--- src/rtl/ps2hbt_pkg.sv ---
// Package for the PS/2 host byte transceiver: item structs, phase and status codes,
// configuration register indexes and defaults. No dependencies.
package ps2hbt_pkg;

	localparam int TIMER_BITS_DEF = 16;

	localparam int CFG_W     = 16;
	localparam int CFG_IDX_W = 2;

	localparam logic [CFG_IDX_W-1:0] CFG_INHIBIT_TICKS = 2'd0;
	localparam logic [CFG_IDX_W-1:0] CFG_RELEASE_TICKS = 2'd1;
	localparam logic [CFG_IDX_W-1:0] CFG_FIRST_TIMEOUT = 2'd2;
	localparam logic [CFG_IDX_W-1:0] CFG_BIT_TIMEOUT   = 2'd3;

	localparam logic [CFG_W-1:0] INHIBIT_TICKS_RST = 16'd105;
	localparam logic [CFG_W-1:0] RELEASE_TICKS_RST = 16'd20;
	localparam logic [CFG_W-1:0] FIRST_TIMEOUT_RST = 16'd9000;
	localparam logic [CFG_W-1:0] BIT_TIMEOUT_RST   = 16'd1500;

	localparam logic [2:0] ST_NONE       = 3'd0;
	localparam logic [2:0] ST_RX_OK      = 3'd1;
	localparam logic [2:0] ST_RX_PARITY  = 3'd2;
	localparam logic [2:0] ST_RX_TIMEOUT = 3'd3;
	localparam logic [2:0] ST_TX_DONE    = 3'd4;
	localparam logic [2:0] ST_TX_TIMEOUT = 3'd5;

	// frame bit counts
	localparam logic [3:0] DATA_BITS   = 4'd8;
	localparam logic [3:0] RX_LAST_BIT = 4'd9;
	localparam logic [3:0] TX_END_BITS = 4'd10;

	localparam int Q_DEPTH = 2;
	localparam int Q_PTR_W = 1;
	localparam int Q_CNT_W = 2;

	typedef enum logic [2:0] {
		PH_IDLE,
		PH_RX,
		PH_RX_STOP,
		PH_TX_INHIBIT,
		PH_TX_DATLOW,
		PH_TX_FIRST,
		PH_TX_BITS,
		PH_TX_ACK
	} phase_t;

	typedef struct packed {
		logic       req_type;
		logic       line_clk;
		logic       line_dat;
		logic [7:0] send_byte;
	} in_item_t;

	typedef struct packed {
		logic       pull_clk_low;
		logic       pull_dat_low;
		logic       busy_res;
		logic [7:0] rx_byte;
		logic [2:0] status;
	} out_item_t;

	// queue entry: the line sample plus the odd parity bit worked out up front
	typedef struct packed {
		in_item_t smp;
		logic     tx_par;
	} q_item_t;

endpackage

--- src/rtl/ps2hbt_queue.sv ---
// Two-entry request queue between the front and the line engine.
// Depends on ps2hbt_pkg.
module ps2hbt_queue (
	input  logic                clk,
	input  logic                arst_n,
	input  logic                push,
	input  ps2hbt_pkg::q_item_t push_item,
	output logic                full,
	input  logic                pop,
	output logic                head_valid,
	output ps2hbt_pkg::q_item_t head_item
);

	ps2hbt_pkg::q_item_t                        mem [ps2hbt_pkg::Q_DEPTH];
	logic [ps2hbt_pkg::Q_PTR_W-1:0]             wr_ptr_q;
	logic [ps2hbt_pkg::Q_PTR_W-1:0]             rd_ptr_q;
	logic [ps2hbt_pkg::Q_CNT_W-1:0]             cnt_q;

	localparam logic [ps2hbt_pkg::Q_PTR_W-1:0] LAST = ps2hbt_pkg::Q_PTR_W'(ps2hbt_pkg::Q_DEPTH - 1);
	localparam logic [ps2hbt_pkg::Q_CNT_W-1:0] DEPTH_C = ps2hbt_pkg::Q_CNT_W'(ps2hbt_pkg::Q_DEPTH);

	assign full       = (cnt_q == DEPTH_C);
	assign head_valid = (cnt_q != '0);
	assign head_item  = mem[rd_ptr_q];

	always_ff @(posedge clk) begin
		if (push) begin
			mem[wr_ptr_q] <= push_item;
		end
	end

	always_ff @(posedge clk or negedge arst_n) begin
		if (!arst_n) begin
			wr_ptr_q <= '0;
			rd_ptr_q <= '0;
			cnt_q    <= '0;
		end else begin
			if (push) begin
				wr_ptr_q <= (wr_ptr_q == LAST) ? '0 : wr_ptr_q + 1'b1;
			end
			if (pop) begin
				rd_ptr_q <= (rd_ptr_q == LAST) ? '0 : rd_ptr_q + 1'b1;
			end
			if (push && !pop) begin
				cnt_q <= cnt_q + 1'b1;
			end else if (pop && !push) begin
				cnt_q <= cnt_q - 1'b1;
			end
		end
	end

endmodule

--- src/rtl/ps2hbt_engine.sv ---
// Line engine: frame state machine, tick timer, config registers and result register.
// Depends on ps2hbt_pkg.
module ps2hbt_engine #(
	parameter int TIMER_BITS = ps2hbt_pkg::TIMER_BITS_DEF
) (
	input  logic                                  clk,
	input  logic                                  arst_n,
	input  logic                                  head_valid,
	input  ps2hbt_pkg::q_item_t                   head_item,
	output logic                                  pop,
	input  logic                                  cfg_we,
	input  logic [ps2hbt_pkg::CFG_IDX_W-1:0]      cfg_index,
	input  logic [ps2hbt_pkg::CFG_W-1:0]          cfg_data,
	output logic                                  out_valid,
	input  logic                                  out_ready,
	output ps2hbt_pkg::out_item_t                 out_data
);

	localparam int CMP_W = (TIMER_BITS > ps2hbt_pkg::CFG_W) ? TIMER_BITS : ps2hbt_pkg::CFG_W;
	localparam logic [TIMER_BITS-1:0] CNT_MAX = {TIMER_BITS{1'b1}};

	logic [ps2hbt_pkg::CFG_W-1:0] inhibit_q, release_q, first_to_q, bit_to_q;

	ps2hbt_pkg::phase_t     phase_q, phase_d;
	logic [3:0]             bcnt_q, bcnt_d;
	logic [7:0]             shift_q, shift_d;
	logic                   par_q, par_d;
	logic [TIMER_BITS-1:0]  cnt_q, cnt_d, cnt_inc;
	logic                   prev_clk_q;
	logic [2:0]             status_d;
	logic [7:0]             rxb_d;
	logic                   out_valid_q;
	ps2hbt_pkg::out_item_t  out_q, res_d;

	logic fall, rise, edge_seen, smp_clk, smp_dat;
	logic hit_bit, hit_first, hit_inh, hit_rel;
	logic step;

	assign smp_clk = head_item.smp.line_clk;
	assign smp_dat = head_item.smp.line_dat;

	assign step      = head_valid && (!out_valid_q || out_ready);
	assign pop       = step;
	assign out_valid = out_valid_q;
	assign out_data  = out_q;

	assign fall      = prev_clk_q && !smp_clk;
	assign rise      = !prev_clk_q && smp_clk;
	assign edge_seen = prev_clk_q ^ smp_clk;

	// saturating count and limit compares
	assign cnt_inc   = (cnt_q != CNT_MAX) ? cnt_q + 1'b1 : cnt_q;
	assign hit_bit   = (CMP_W'(cnt_inc) >= CMP_W'(bit_to_q))   || (cnt_inc == CNT_MAX);
	assign hit_first = (CMP_W'(cnt_inc) >= CMP_W'(first_to_q)) || (cnt_inc == CNT_MAX);
	assign hit_inh   = (CMP_W'(cnt_inc) >= CMP_W'(inhibit_q))  || (cnt_inc == CNT_MAX);
	assign hit_rel   = (CMP_W'(cnt_inc) >= CMP_W'(release_q))  || (cnt_inc == CNT_MAX);

	// next state
	always_comb begin
		phase_d  = phase_q;
		bcnt_d   = bcnt_q;
		shift_d  = shift_q;
		par_d    = par_q;
		cnt_d    = cnt_q;
		status_d = ps2hbt_pkg::ST_NONE;
		rxb_d    = '0;
		case (phase_q)
			ps2hbt_pkg::PH_IDLE: begin
				if (head_item.smp.req_type) begin
					shift_d = head_item.smp.send_byte;
					par_d   = head_item.tx_par;
					bcnt_d  = '0;
					cnt_d   = '0;
					phase_d = ps2hbt_pkg::PH_TX_INHIBIT;
				end else if (!smp_clk && !smp_dat) begin
					shift_d = '0;
					par_d   = 1'b0;
					bcnt_d  = '0;
					cnt_d   = '0;
					phase_d = ps2hbt_pkg::PH_RX;
				end
			end
			ps2hbt_pkg::PH_RX, ps2hbt_pkg::PH_RX_STOP: begin
				if (edge_seen) begin
					cnt_d = '0;
					if (phase_q == ps2hbt_pkg::PH_RX && fall) begin
						if (bcnt_q < ps2hbt_pkg::DATA_BITS) begin
							shift_d = {smp_dat, shift_q[7:1]};
							par_d   = par_q ^ smp_dat;
							bcnt_d  = bcnt_q + 1'b1;
						end else if (bcnt_q == ps2hbt_pkg::DATA_BITS) begin
							par_d  = par_q ^ smp_dat;
							bcnt_d = ps2hbt_pkg::RX_LAST_BIT;
						end else begin
							phase_d = ps2hbt_pkg::PH_RX_STOP;
						end
					end else if (phase_q == ps2hbt_pkg::PH_RX_STOP && rise) begin
						if (par_q) begin
							status_d = ps2hbt_pkg::ST_RX_OK;
							rxb_d    = shift_q;
						end else begin
							status_d = ps2hbt_pkg::ST_RX_PARITY;
						end
						phase_d = ps2hbt_pkg::PH_IDLE;
					end
				end else begin
					cnt_d = cnt_inc;
					if (hit_bit) begin
						status_d = ps2hbt_pkg::ST_RX_TIMEOUT;
						phase_d  = ps2hbt_pkg::PH_IDLE;
					end
				end
			end
			ps2hbt_pkg::PH_TX_INHIBIT: begin
				cnt_d = cnt_inc;
				if (hit_inh) begin
					cnt_d   = '0;
					phase_d = ps2hbt_pkg::PH_TX_DATLOW;
				end
			end
			ps2hbt_pkg::PH_TX_DATLOW: begin
				cnt_d = cnt_inc;
				if (hit_rel) begin
					cnt_d   = '0;
					phase_d = ps2hbt_pkg::PH_TX_FIRST;
				end
			end
			ps2hbt_pkg::PH_TX_FIRST: begin
				if (fall) begin
					cnt_d   = '0;
					bcnt_d  = '0;
					phase_d = ps2hbt_pkg::PH_TX_BITS;
				end else begin
					cnt_d = cnt_inc;
					if (hit_first) begin
						status_d = ps2hbt_pkg::ST_TX_TIMEOUT;
						phase_d  = ps2hbt_pkg::PH_IDLE;
					end
				end
			end
			ps2hbt_pkg::PH_TX_BITS, ps2hbt_pkg::PH_TX_ACK: begin
				if (edge_seen) begin
					cnt_d = '0;
					if (phase_q == ps2hbt_pkg::PH_TX_BITS && fall) begin
						if (bcnt_q < ps2hbt_pkg::DATA_BITS) begin
							shift_d = {1'b0, shift_q[7:1]};
						end
						bcnt_d = bcnt_q + 1'b1;
						if (bcnt_q + 1'b1 >= ps2hbt_pkg::TX_END_BITS) begin
							phase_d = ps2hbt_pkg::PH_TX_ACK;
						end
					end else if (phase_q == ps2hbt_pkg::PH_TX_ACK && rise) begin
						status_d = ps2hbt_pkg::ST_TX_DONE;
						phase_d  = ps2hbt_pkg::PH_IDLE;
					end
				end else begin
					cnt_d = cnt_inc;
					if (hit_bit) begin
						status_d = ps2hbt_pkg::ST_TX_TIMEOUT;
						phase_d  = ps2hbt_pkg::PH_IDLE;
					end
				end
			end
			default: begin
				phase_d = ps2hbt_pkg::PH_IDLE;
			end
		endcase
	end

	// line drives follow the phase after this tick
	always_comb begin
		res_d              = '0;
		res_d.pull_clk_low = (phase_d inside {ps2hbt_pkg::PH_TX_INHIBIT, ps2hbt_pkg::PH_TX_DATLOW});
		res_d.busy_res     = (phase_d != ps2hbt_pkg::PH_IDLE);
		res_d.rx_byte      = rxb_d;
		res_d.status       = status_d;
		case (phase_d)
			ps2hbt_pkg::PH_TX_DATLOW, ps2hbt_pkg::PH_TX_FIRST: begin
				res_d.pull_dat_low = 1'b1;
			end
			ps2hbt_pkg::PH_TX_BITS: begin
				if (bcnt_d < ps2hbt_pkg::DATA_BITS) begin
					res_d.pull_dat_low = !shift_d[0];
				end else if (bcnt_d == ps2hbt_pkg::DATA_BITS) begin
					res_d.pull_dat_low = !par_d;
				end
			end
			default: begin
				res_d.pull_dat_low = 1'b0;
			end
		endcase
	end

	always_ff @(posedge clk) begin
		if (step) begin
			out_q <= res_d;
		end
	end

	always_ff @(posedge clk or negedge arst_n) begin
		if (!arst_n) begin
			phase_q     <= ps2hbt_pkg::PH_IDLE;
			bcnt_q      <= '0;
			shift_q     <= '0;
			par_q       <= 1'b0;
			cnt_q       <= '0;
			prev_clk_q  <= 1'b1;
			out_valid_q <= 1'b0;
			inhibit_q   <= ps2hbt_pkg::INHIBIT_TICKS_RST;
			release_q   <= ps2hbt_pkg::RELEASE_TICKS_RST;
			first_to_q  <= ps2hbt_pkg::FIRST_TIMEOUT_RST;
			bit_to_q    <= ps2hbt_pkg::BIT_TIMEOUT_RST;
		end else begin
			if (step) begin
				phase_q    <= phase_d;
				bcnt_q     <= bcnt_d;
				shift_q    <= shift_d;
				par_q      <= par_d;
				cnt_q      <= cnt_d;
				prev_clk_q <= smp_clk;
			end
			if (step) begin
				out_valid_q <= 1'b1;
			end else if (out_ready) begin
				out_valid_q <= 1'b0;
			end
			if (cfg_we) begin
				case (cfg_index)
					ps2hbt_pkg::CFG_INHIBIT_TICKS: inhibit_q  <= cfg_data;
					ps2hbt_pkg::CFG_RELEASE_TICKS: release_q  <= cfg_data;
					ps2hbt_pkg::CFG_FIRST_TIMEOUT: first_to_q <= cfg_data;
					ps2hbt_pkg::CFG_BIT_TIMEOUT:   bit_to_q   <= cfg_data;
					default: begin
						bit_to_q <= bit_to_q;
					end
				endcase
			end
		end
	end

endmodule

--- src/rtl/ps2hbt_front.sv ---
// Request front: adds the transmit parity bit to each line sample and stages it for the queue.
// Depends on ps2hbt_pkg.
module ps2hbt_front (
	input  logic                 in_valid,
	output logic                 in_ready,
	input  ps2hbt_pkg::in_item_t in_data,
	input  logic                 q_full,
	output logic                 q_push,
	output ps2hbt_pkg::q_item_t  q_item
);

	assign in_ready      = !q_full;
	assign q_push        = in_valid && !q_full;
	assign q_item.smp    = in_data;
	// odd parity bit for a transmit request, ready before the engine needs it
	assign q_item.tx_par = ~(^in_data.send_byte);

endmodule

--- src/rtl/ps2_host_byte_transceiver.sv ---
// PS/2 host byte transceiver, top level: front, request queue and line engine.
// Depends on ps2hbt_pkg, ps2hbt_front, ps2hbt_queue and ps2hbt_engine.
//
// Usage:
//  - Input channel (in_valid/in_ready/in_data): one request per line tick, carrying
//    the sampled clock and data levels and, with req_type set, a byte to send.
//  - Output channel (out_valid/out_ready/out_data): exactly one result per request,
//    in order: the line drives for that tick, busy flag, received byte and status.
//  - Config channel (cfg_valid/cfg_ready/cfg_index/cfg_data): always ready; write
//    the four timing registers only while no request is in flight.
//  - Path: a request goes through the queue, then the engine's result register.
//  - Throughput: one request per cycle unless out_ready stalls the result register;
//    each request is a single pass through the engine's next-state logic, with the
//    previous clock sample kept for edges.
//  - A two-entry queue parts the front from the engine; while the receiver holds
//    out_ready low the result register holds, the queue fills, and in_ready drops
//    once both entries are taken.
//  - Reset: phase idle, timer and shift state cleared, previous clock sample high,
//    timing registers back to their defaults, queue and result register empty.
module ps2_host_byte_transceiver #(
	parameter int TIMER_BITS = ps2hbt_pkg::TIMER_BITS_DEF
) (
	input  logic                             clk,
	input  logic                             arst_n,
	input  logic                             in_valid,
	output logic                             in_ready,
	input  ps2hbt_pkg::in_item_t             in_data,
	output logic                             out_valid,
	input  logic                             out_ready,
	output ps2hbt_pkg::out_item_t            out_data,
	input  logic                             cfg_valid,
	output logic                             cfg_ready,
	input  logic [ps2hbt_pkg::CFG_IDX_W-1:0] cfg_index,
	input  logic [ps2hbt_pkg::CFG_W-1:0]     cfg_data
);

	logic                q_push, q_full, q_pop, q_head_valid;
	ps2hbt_pkg::q_item_t q_item, q_head;

	// config writes are always accepted
	assign cfg_ready = 1'b1;

	// accept the request and add its transmit parity bit
	ps2hbt_front u_front (
		.in_valid (in_valid),
		.in_ready (in_ready),
		.in_data  (in_data),
		.q_full   (q_full),
		.q_push   (q_push),
		.q_item   (q_item)
	);

	// hold requests while the engine is stalled
	ps2hbt_queue u_queue (
		.clk        (clk),
		.arst_n     (arst_n),
		.push       (q_push),
		.push_item  (q_item),
		.full       (q_full),
		.pop        (q_pop),
		.head_valid (q_head_valid),
		.head_item  (q_head)
	);

	// advance the frame state machine one tick per request
	ps2hbt_engine #(
		.TIMER_BITS (TIMER_BITS)
	) u_engine (
		.clk        (clk),
		.arst_n     (arst_n),
		.head_valid (q_head_valid),
		.head_item  (q_head),
		.pop        (q_pop),
		.cfg_we     (cfg_valid),
		.cfg_index  (cfg_index),
		.cfg_data   (cfg_data),
		.out_valid  (out_valid),
		.out_ready  (out_ready),
		.out_data   (out_data)
	);

endmodule

--- config.mk ---
export PLATFORM = sky130hd
export DESIGN_NAME = ps2_host_byte_transceiver
export DESIGN_NICKNAME = d
export VERILOG_FILES = /design/src/rtl/ps2hbt_pkg.sv /design/src/rtl/ps2hbt_queue.sv /design/src/rtl/ps2hbt_engine.sv /design/src/rtl/ps2hbt_front.sv /design/src/rtl/ps2_host_byte_transceiver.sv
export SDC_FILE = /design/constraint.sdc
export NUM_CORES = 1
export LEC_CHECK = 0
export BUFFER_PORTS_ARGS = -buffer_cell sky130_fd_sc_hd__buf_2
export CAP_MARGIN = 20
export CORE_ASPECT_RATIO = 1.2
export CORE_MARGIN = 8
export CORE_UTILIZATION = 42
export CTS_CLUSTER_SIZE = 24
export DETAILED_ROUTE_END_ITERATION = 12
export MAX_ROUTING_LAYER = met4
export PLACE_DENSITY = 0.71
export SYNTH_ARGS = -nofsm -noshare
export SYNTH_HDL_FRONTEND = slang
export SYNTH_SLANG_ARGS = --single-unit
--- constraint.sdc ---
create_clock -name clk -period 6 [get_ports clk]
set_input_delay 1.2 -clock clk [delete_from_list [all_inputs] [get_ports clk]]
set_output_delay 1.2 -clock clk [all_outputs]
set_load 0.02 [all_outputs]
## Word-level counts from Yosys, hierarchy flattened

Memories as Yosys holds them, arrays and structs flattened.
Index checks and enable logic that the tools add are counted.
W data, S select, Z words.

| word-level totals | value |
|---|---|
| logic and storage cells | 186 |
| register bits after elaboration | 116 |
| memories kept | 1 |
| bits of input ports | 34 |
| RAM bits | 24 |
| output and inout bits | 17 |

Memories:

| name | depth | width | rd ports | clocked after Yosys merged registers in | write ports | line | text |
|---|---|---|---|---|---|---|---|
| u_queue.mem | 2 | 12 | 1 | 0 | 1 | ps2hbt_queue.sv:14 | `ps2hbt_pkg::q_item_t mem [ps2hbt_pkg::Q_DEPTH];` |

| operators by class | value |
|---|---|
| reductions and logical operators | 45 |
| bitwise logic cells | 7 |
| muxes and demuxes | 74 |
| $lt $le $gt $ge | 7 |
| eq/ne operators | 26 |
| $add $sub $neg | 6 |

Operators by type and width:

| kind | number |
|---|---|
| $mux W16 | 7 |
| $pmux W16 S5 | 1 |
| $mux W3 | 25 |
| $ge A16 B16 Y1 | 4 |
| $mux W8 | 8 |
| $mux W4 | 9 |
| $pmux W8 S3 | 1 |
| $eq A3 B3 Y1 const B | 7 |
| $pmux W3 S6 | 1 |
| $add A16 B1 Y16 const B | 1 |
| $eq A16 B16 Y1 const B | 1 |
| $ne A16 B16 Y1 const B | 1 |
| $pmux W4 S4 | 1 |
| $mux W1 | 14 |
| $ne A2 B1 Y1 const B | 6 |
| $logic_and A1 B1 Y1 | 11 |
| $reduce_and A2 Y1 | 5 |
| $eq A3 B2 Y1 const B | 3 |
| $logic_not A1 Y1 | 9 |
| $pmux W3 S3 | 1 |
| $reduce_and A9 Y1 | 1 |
| $eq A4 B4 Y1 const B | 2 |
| $lt A4 B4 Y1 const B | 2 |
| $mux W2 | 4 |
| 21 further kinds | 40 |

## Logic depth before layout (Yosys ltp)

Gate-level depths: netlist of run 1.
An unclocked memory read counts as a cell.

| logic depth | value |
|---|---|
| depth in word-level cells | 11 |
| gate-level depth with buffers | 18 |
| mapped depth without buffers | 16 |

## Modules after synthesis

A second synthesis of run 1 with hierarchy kept.

| second synthesis, totals | value |
|---|---|
| cell total of the unflattened synthesis | 821 |
| area total of the unflattened synthesis | 8474.4 µm² |

Modules (own cells, without submodules):

| module | cells an instance | area each (µm²) | seq. area each (µm²) | times used |
|---|---|---|---|---|
| ps2hbt_engine | 746 | 7219.4 | 2896.5 | 1 |
| ps2hbt_queue | 53 | 1089.8 | 820.8 | 1 |
| ps2hbt_front | 20 | 153.9 | 0.0 | 1 |
| ps2_host_byte_transceiver | 2 | 11.3 | 0.0 | 1 |

## Worst setup path after synthesis of run 1

No wires, ideal clock.

| timing | value |
|---|---|
| path kind | flip-flop to flip-flop |
| from | register u_engine.cnt_q[1] |
| to | register u_engine.out_q, in the netlist u_engine.out_data[13], data pin |
| required time | 5740 ps |
| path slack | 1663 ps |
| arrival time | 4077 ps |
| setup time | 260 ps |
| cell stages (with the launch flop) | 18 |
| cells stage by stage | dfrtp_1 -> ha_1 -> nand4_4 -> or4_1 -> buf_2 -> and2_1 -> nand2_1 -> xnor2_1 -> ha_1 -> a21o_1 -> a21o_1 -> a211oi_1 -> o31ai_1 -> a41o_1 -> a222oi_1 -> o41ai_1 -> and2_1 -> mux2_4 |

RTL lines:

| item | line | text |
|---|---|---|
| from (decl) | ps2hbt_engine.sv:28 | `logic [TIMER_BITS-1:0] cnt_q, cnt_d, cnt_inc;` |
| from (signal assigned) | ps2hbt_engine.sv:219 | `cnt_q <= cnt_d;` |
| to (signal assigned) | ps2hbt_engine.sv:196 | `out_q <= res_d;` |
| to (decl) | ps2hbt_engine.sv:33 | `ps2hbt_pkg::out_item_t out_q, res_d;` |

==> flow_summary_export.csv, run 1 <==
group,metric,value,unit
global_route,grt_pass1_wl,31900,um
global_route,overflow,0,
pwr,p_per_area,387,nW/um^2
placed_design,placed_cells,1099,
run,drv_cap,0,
floorplanning,initial_core_util,0.428,
setup_path,start_kind,"register",
placed_design,dp_hpwl,13900,um
placed_design,port_buffers,49,
pwr,power,3.65,mW
setup_path,end_kind,"register",
placed_design,place_congestion,0.923,
setup_path,slowest_stage,"or4_1",
hold_path,hold_class,"reg2reg",
pwr,swShare,0.360,
route,post-route-drc-count,0,
timing,min_period_over_period,0.847,
synth,synth_nets,917,
route,postRouteAntennaNets,0,
clocking,clock_sinks,140,
clocking,cts_tree,"built",
setup_path,worstSetupPathType,"reg2reg",
setup_path,critPathRequiredTime,6.17,ns
setup_path,crit_chain,"ha_1 > nand4_4 > or4_1 > nand2_1 > xnor2_1 > ha_1 > a2111oi_0 > o21ai_0 > a2111oi_0 > buf_4 > o21ai_0 > o211a_1 > o41ai_1 > nor2_1 > mux2_4",
floorplanning,die_x,145,um
synth,ys_seq_elements,140,
pwr,pwr-share-clk,0.296,
timing,max_slew_margin,0.321,
cells_and_area,syn_to_final_growth,13.2,%
pwr,p_int,2.34,mW
pwr,leakage,4.32,nW
route,first_iter_violations,474,
timing,fmax,197,MHz
clocking,cts_hold_buf,0,
pwr,max-vdd-ir-drop,0.000241,V
hold_path,worstHoldPathCells,2,
route,firstDrtPassIters,8,
timing,fin_crit,5.08,ns
clocking,clk_pin_slew,0.06,ns
pwr,power.switching,1.31,mW
setup_path,arrival,5.25,ns
cells_and_area,diodes,0,
timing,rsz0062_at_grt,"no",
timing,tightest_slew,1.01,ns
route,totalWireLength,19000,um
synth,avgSynthCellArea,10.3,sq um
synth,synthCells,811,
cells_and_area,layout_common_cells,"inv_1, dfrtp_1, nand2_1",
route,via_per_inst,5.47,
cells_and_area,layout.cells.non_filler,1132,
setup_path,worst_r2r_path_depth,15,
setup_path,max_stage_delay,0.77,ns
floorplanning,die_h,170,um
clocking,cts.htree.levels,4,
global_route,grt.total_usage,0.169,
global_route,grt_pass1_vias,6343,
clocking,cts_made_buffers,17,
global_route,grt_max_degree,58,
cells_and_area,finalNetCount,964,
synth,yosys_warnings,0,
synth,synth_cell_types,79,
cells_and_area,final_common_cell,"inv_1",
synth,async_reset_ff_frac,0.729,
clocking,postCtsSetupRepairBufs,0,
floorplanning,rows,56,
outcome,status,"finished clean",
global_route,antenna_found_initial,0,
timing,maxSlewViolCount,0,
clocking,clk_latency,0.42,ns
synth,synth_edf_count,38,
timing,skew,0.00867,ns
synth,dominantRegCellSynth,"dfrtp_1",
route,drt-met1-wl,8060,um
clocking,ctsLongestPathBuffers,2,
synth,yosysSeqAreaShare,0.446,
pwr,seqPwrFrac,0.387,
timing,setup_violations,0,
timing,fin_tns_setup,0,ns
route,wl_per_cell,16.8,um
clocking,cts.root.buffer_cell,"clkbuf_16",
cells_and_area,drive_above_1_share,0.203,
timing,hold_viol,0,
route,dr_wl_met3,709,um
clocking,cts_resized,0,
cells_and_area,fillers,1837,
setup_path,crit_fanout,9,
route,wl_met2,9840,um
pwr,combPwrFrac,0.318,
floorplanning,dieArea,24600,sq um
floorplanning,core-area,19500,sq um
route,vias,6195,
route,highest_layer,"met4",
floorplanning,io_pins,51,
cells_and_area,final_util,0.484,
synth,netlist_area,8330,sq um
==> stage by stage <==
step / area (sq um) / setup slack, ns / hold WS [ns]
after floorplan: 8330 / 1.66 / 0.461
after global placement: 8820 / 1.10 / 0.475
after detailed placement: 8820 / 0.995 / 0.486
after CTS: 9430 / 0.996 / 0.506
after global routing: 9440 / 0.531 / 0.522
final: 9440 / 0.920 / 0.494
==> area by class of cell <==
class | instances | area (sq um) | share of cell area
Tap cell | 261 | 327 | 0.0346
Clock inverter | 15 | 180 | 0.0191
Inverter | 86 | 323 | 0.0342
Timing Repair Buffer | 57 | 305 | 0.0324
Clock buffer | 17 | 425 | 0.0451
Sequential cell | 140 | 3720 | 0.394
Multi-Input combinational cell | 556 | 4160 | 0.441
==> Yosys cell counts (all sizes together) (9+ instances only) <==
master / count / share of area
xnor2: 16 / 0.017
ha: 72 / 0.11
inv: 85 / 0.038
buf: 13 / 0.0095
nand2: 73 / 0.033
nand3: 18 / 0.011
o21ai: 64 / 0.039
clkbuf: 16 / 0.0072
a21oi: 32 / 0.020
mux2: 59 / 0.080
a22oi: 9 / 0.0081
a21o: 18 / 0.016
edfxtp: 38 / 0.14
dfrtp: 83 / 0.25
nand4: 16 / 0.014
nand2b: 20 / 0.015
dfstp: 19 / 0.060
and2: 15 / 0.011
nor2: 28 / 0.013
==> flip-flops by register name, indices dropped and copies added (netlist names), 2 cells and up <==
| signal | count |
|---|---|
| u_engine.phase_q | 3 |
| u_engine.out_data | 14 |
| u_engine.shift_q | 8 |
| u_engine.cnt_q | 16 |
| u_engine.bit_to_q | 16 |
| u_engine.first_to_q | 16 |
| u_engine.inhibit_q | 16 |
| u_engine.release_q | 16 |
| u_queue.mem | 24 |
| u_queue.cnt_q | 2 |
| u_engine.bcnt_q | 4 |
==> routing by layer <==
layer / vias up / track usage
li1: 3011 / -
met1: 2998 / 0.190
met2: 153 / 0.293
met3: 33 / 0.0320
met4: 0 / 0.0612
met5: - / -
==> final timing paths <==
kind	start	to	slack [ns]
worst max register to register	u_engine.cnt_q[0]$_DFFE_PN0P_	u_engine.out_data[13]$_DFFE_PP_	0.92
worst min-delay path	u_engine.out_valid$_DFFE_PN0P_	u_engine.out_valid$_DFFE_PN0P_	0.49
max in group asynchronous	arst_n	u_engine.inhibit_q[11]$_DFFE_PN0P_	4.08
worst min register to register	u_engine.out_valid$_DFFE_PN0P_	u_engine.out_valid$_DFFE_PN0P_	0.49
min in group asynchronous	arst_n	u_engine.first_to_q[14]$_DFFE_PN0P_	0.86
worst max-delay path	u_engine.cnt_q[0]$_DFFE_PN0P_	u_engine.out_data[13]$_DFFE_PP_	0.92
==> cell families after synthesis <==
group                    synth area share
adder cells (fa/ha/maj)             0.109
AO/OA/AOI/OAI                       0.147
AND/OR/NAND/NOR                     0.135
buffers and inverters              0.0554
XOR/XNOR                           0.0200
multiplexers                       0.0862
flip-flops                          0.446
other                            0.000450
==> power groups by stage <==
| stage | sequential [mW] | combinational (mW) | clock, mW |
|---|---|---|---|
| 3_3_place_gp | 1.42 | 1.13 | 0 |
| 5_1_grt | 1.44 | 1.29 | 1.14 |
| 4_1_cts | 1.41 | 1.16 | 1.10 |
| 2_1_floorplan | 1.39 | 0.855 | 0 |
| 3_5_place_dp | 1.43 | 1.15 | 0 |
| 6_report | 1.41 | 1.16 | 1.08 |
==> critical path, delay by kind of cell (launching register included) <==
| kind | cells | cell delay (ns) |
|---|---|---|
| AOI/OAI and AO/OA | 6 | 1.72 |
| xor gates and xnor gates | 1 | 0.24 |
| adders and majority gates | 2 | 0.71 |
| buffers and inverters | 1 | 0.19 |
| DFF | 1 | 0.49 |
| muxes | 1 | 0.27 |
| and+or+nand+nor | 4 | 1.20 |
No activity file was read; power rests on OpenSTA's default activity.
==> run 2, diff against run 1 <==
- clock period: 6 -> 5.28 ns (I/O delays scaled with it)
==> run 2 against run 1 <==
Net effect: worst hold slack improved by 0.0054 ns; sequential share of layout area grew 0.19 points; final area shrank 0.49%; critical path type unchanged.
==> flow_summary_export.csv, run 2 (synthesis gave the netlist of run 1 again) <==
group,metric,value,unit
pwr,max-vdd-ir-drop,0.000301,V
floorplanning,die_h,170,um
floorplanning,initial_core_util,0.428,
global_route,grt_max_degree,71,
route,firstDrtPassIters,5,
cells_and_area,layout_common_cells,"inv_1, dfrtp_1, nand2_1",
timing,skew,0.0116,ns
clocking,cts.htree.levels,4,
timing,hold_viol,0,
clocking,cts_resized,0,
global_route,overflow,0,
placed_design,dp_hpwl,14200,um
clocking,postCtsSetupRepairBufs,0,
clocking,ctsLongestPathBuffers,2,
timing,max_slew_margin,0.281,
pwr,power.switching,1.49,mW
pwr,p_per_area,431,nW/um^2
cells_and_area,finalNetCount,964,
route,highest_layer,"met4",
setup_path,end_kind,"register",
outcome,status,"finished clean",
timing,maxSlewViolCount,0,
route,post-route-drc-count,0,
route,via_per_inst,5.42,
cells_and_area,diodes,0,
clocking,cts_made_buffers,17,
route,wl_per_cell,17.0,um
timing,rsz0062_at_grt,"no",
cells_and_area,largest-register,"u_queue.mem",
route,totalWireLength,19300,um
route,drt-met1-wl,8060,um
placed_design,port_buffers,49,
route,first_iter_violations,414,
timing,fin_crit,4.88,ns
clocking,cts_hold_buf,0,
floorplanning,die_x,145,um
setup_path,arrival,5.05,ns
cells_and_area,drive_above_1_share,0.203,
setup_path,worstSetupPathType,"reg2reg",
timing,tightest_slew,1.08,ns
pwr,seqPwrFrac,0.397,
global_route,grt_pass1_wl,31600,um
route,postRouteAntennaNets,0,
global_route,antenna_found_initial,0,
placed_design,place_congestion,0.891,
clocking,cts_tree,"built",
cells_and_area,largest_reg_flops,24,
timing,setup_violations,0,
route,wl_met2,9930,um
global_route,grt.total_usage,0.170,
setup_path,critPathRequiredTime,5.45,ns
floorplanning,dieArea,24600,sq um
setup_path,start_kind,"register",
pwr,pwr-share-clk,0.280,
timing,min_period_over_period,0.924,
pwr,p_int,2.56,mW
cells_and_area,final_util,0.482,
setup_path,crit_fanout,9,
timing,finalWorstSetupSlack,0.399,ns
cells_and_area,final_common_cell,"inv_1",
clocking,clk_latency,0.43,ns
pwr,leakage,4.30,nW
pwr,swShare,0.368,
pwr,combPwrFrac,0.323,
hold_path,hold_class,"reg2reg",
clocking,cts.root.buffer_cell,"clkbuf_16",
route,vias,6130,
global_route,grt_pass1_vias,6297,
floorplanning,io_pins,51,
placed_design,post-place-ws,0.273,ns
clocking,clock_sinks,140,
floorplanning,core-area,19500,sq um
clocking,clk_pin_slew,0.07,ns
run,drv_cap,0,
route,dr_wl_met3,687,um
timing,fmax,205,MHz
cells_and_area,syn_to_final_growth,12.7,%
timing,fin_tns_setup,0,ns
floorplanning,rows,56,
[run 2: layer usage]
metal	vias to the layer above	GRT usage
met5	-	-
met2	129	0.294
met4	0	0.0780
met1	2942	0.185
li1	3020	-
met3	39	0.0342
[run 2: layout make-up]
class                           instances  area, sq um
Clock buffer                           17          425
Tap cell                              261          327
Inverter                               86          323
Clock inverter                         15          126
Fill cell                            1848        10100
Timing Repair Buffer                   57          308
Multi-Input combinational cell        556         4160
Sequential cell                       140         3720
[run 2: path summary, 6_finish.rpt]
kind | from | endpoint | slack (ns) | cells after the start
setup / recovery | u_engine.cnt_q[0]$_DFFE_PN0P_ | u_engine.out_data[13]$_DFFE_PP_ | 0.40 | 17
hold / removal | u_queue.wr_ptr_q$_DFFE_PN0P_ | u_queue.wr_ptr_q$_DFFE_PN0P_ | 0.50 | 1
setup reg to reg | u_engine.cnt_q[0]$_DFFE_PN0P_ | u_engine.out_data[13]$_DFFE_PP_ | 0.40 | 17
hold reg to reg | u_queue.wr_ptr_q$_DFFE_PN0P_ | u_queue.wr_ptr_q$_DFFE_PN0P_ | 0.50 | 1
max in group asynchronous | arst_n | u_engine.prev_clk_q$_DFFE_PN1P_ | 3.52 | 2
min in group asynchronous | arst_n | u_engine.first_to_q[10]$_DFFE_PN0P_ | 0.75 | 1
[run 2: through the flow]
| stage | total power, mW | std cells | instance area [sq um] | hold slack [ns] |
|---|---|---|---|---|
| after global routing | 4.31 | 1132 | 9390 | 0.517 |
| after detailed placement | 2.93 | 1100 | 8830 | 0.482 |
| final | 4.04 | 1132 | 9390 | 0.500 |
| after global placement | 2.90 | 1100 | 8830 | 0.475 |
| after floorplan | 2.56 | 811 | 8330 | 0.461 |
| after CTS | 4.08 | 1132 | 9380 | 0.495 |
[run 2: critical path: stages (launching register included)]
cell and delay, ns:
dfrtp_1 0.48, ha_1 0.36, nand4_4 0.21, or4_4 0.65, and2_1 0.20, nand2_1 0.08, xnor2_1 0.25, ha_1 0.34
a21o_1 0.16, a21oi_1 0.14, nor2b_1 0.06, a2111oi_1 0.35, buf_4 0.19, o21ai_0 0.10, o211a_1 0.25, o41ai_1 0.46
nor2_1 0.08, mux2_4 0.27
[run 2: power by group through the flow]
stage	logic (mW)	clock network, mW	registers (mW)
2_1_floorplan	0.971	0	1.59
3_3_place_gp	1.29	0	1.61
3_5_place_dp	1.31	0	1.62
4_1_cts	1.32	1.16	1.61
5_1_grt	1.47	1.20	1.64
6_report	1.31	1.13	1.61
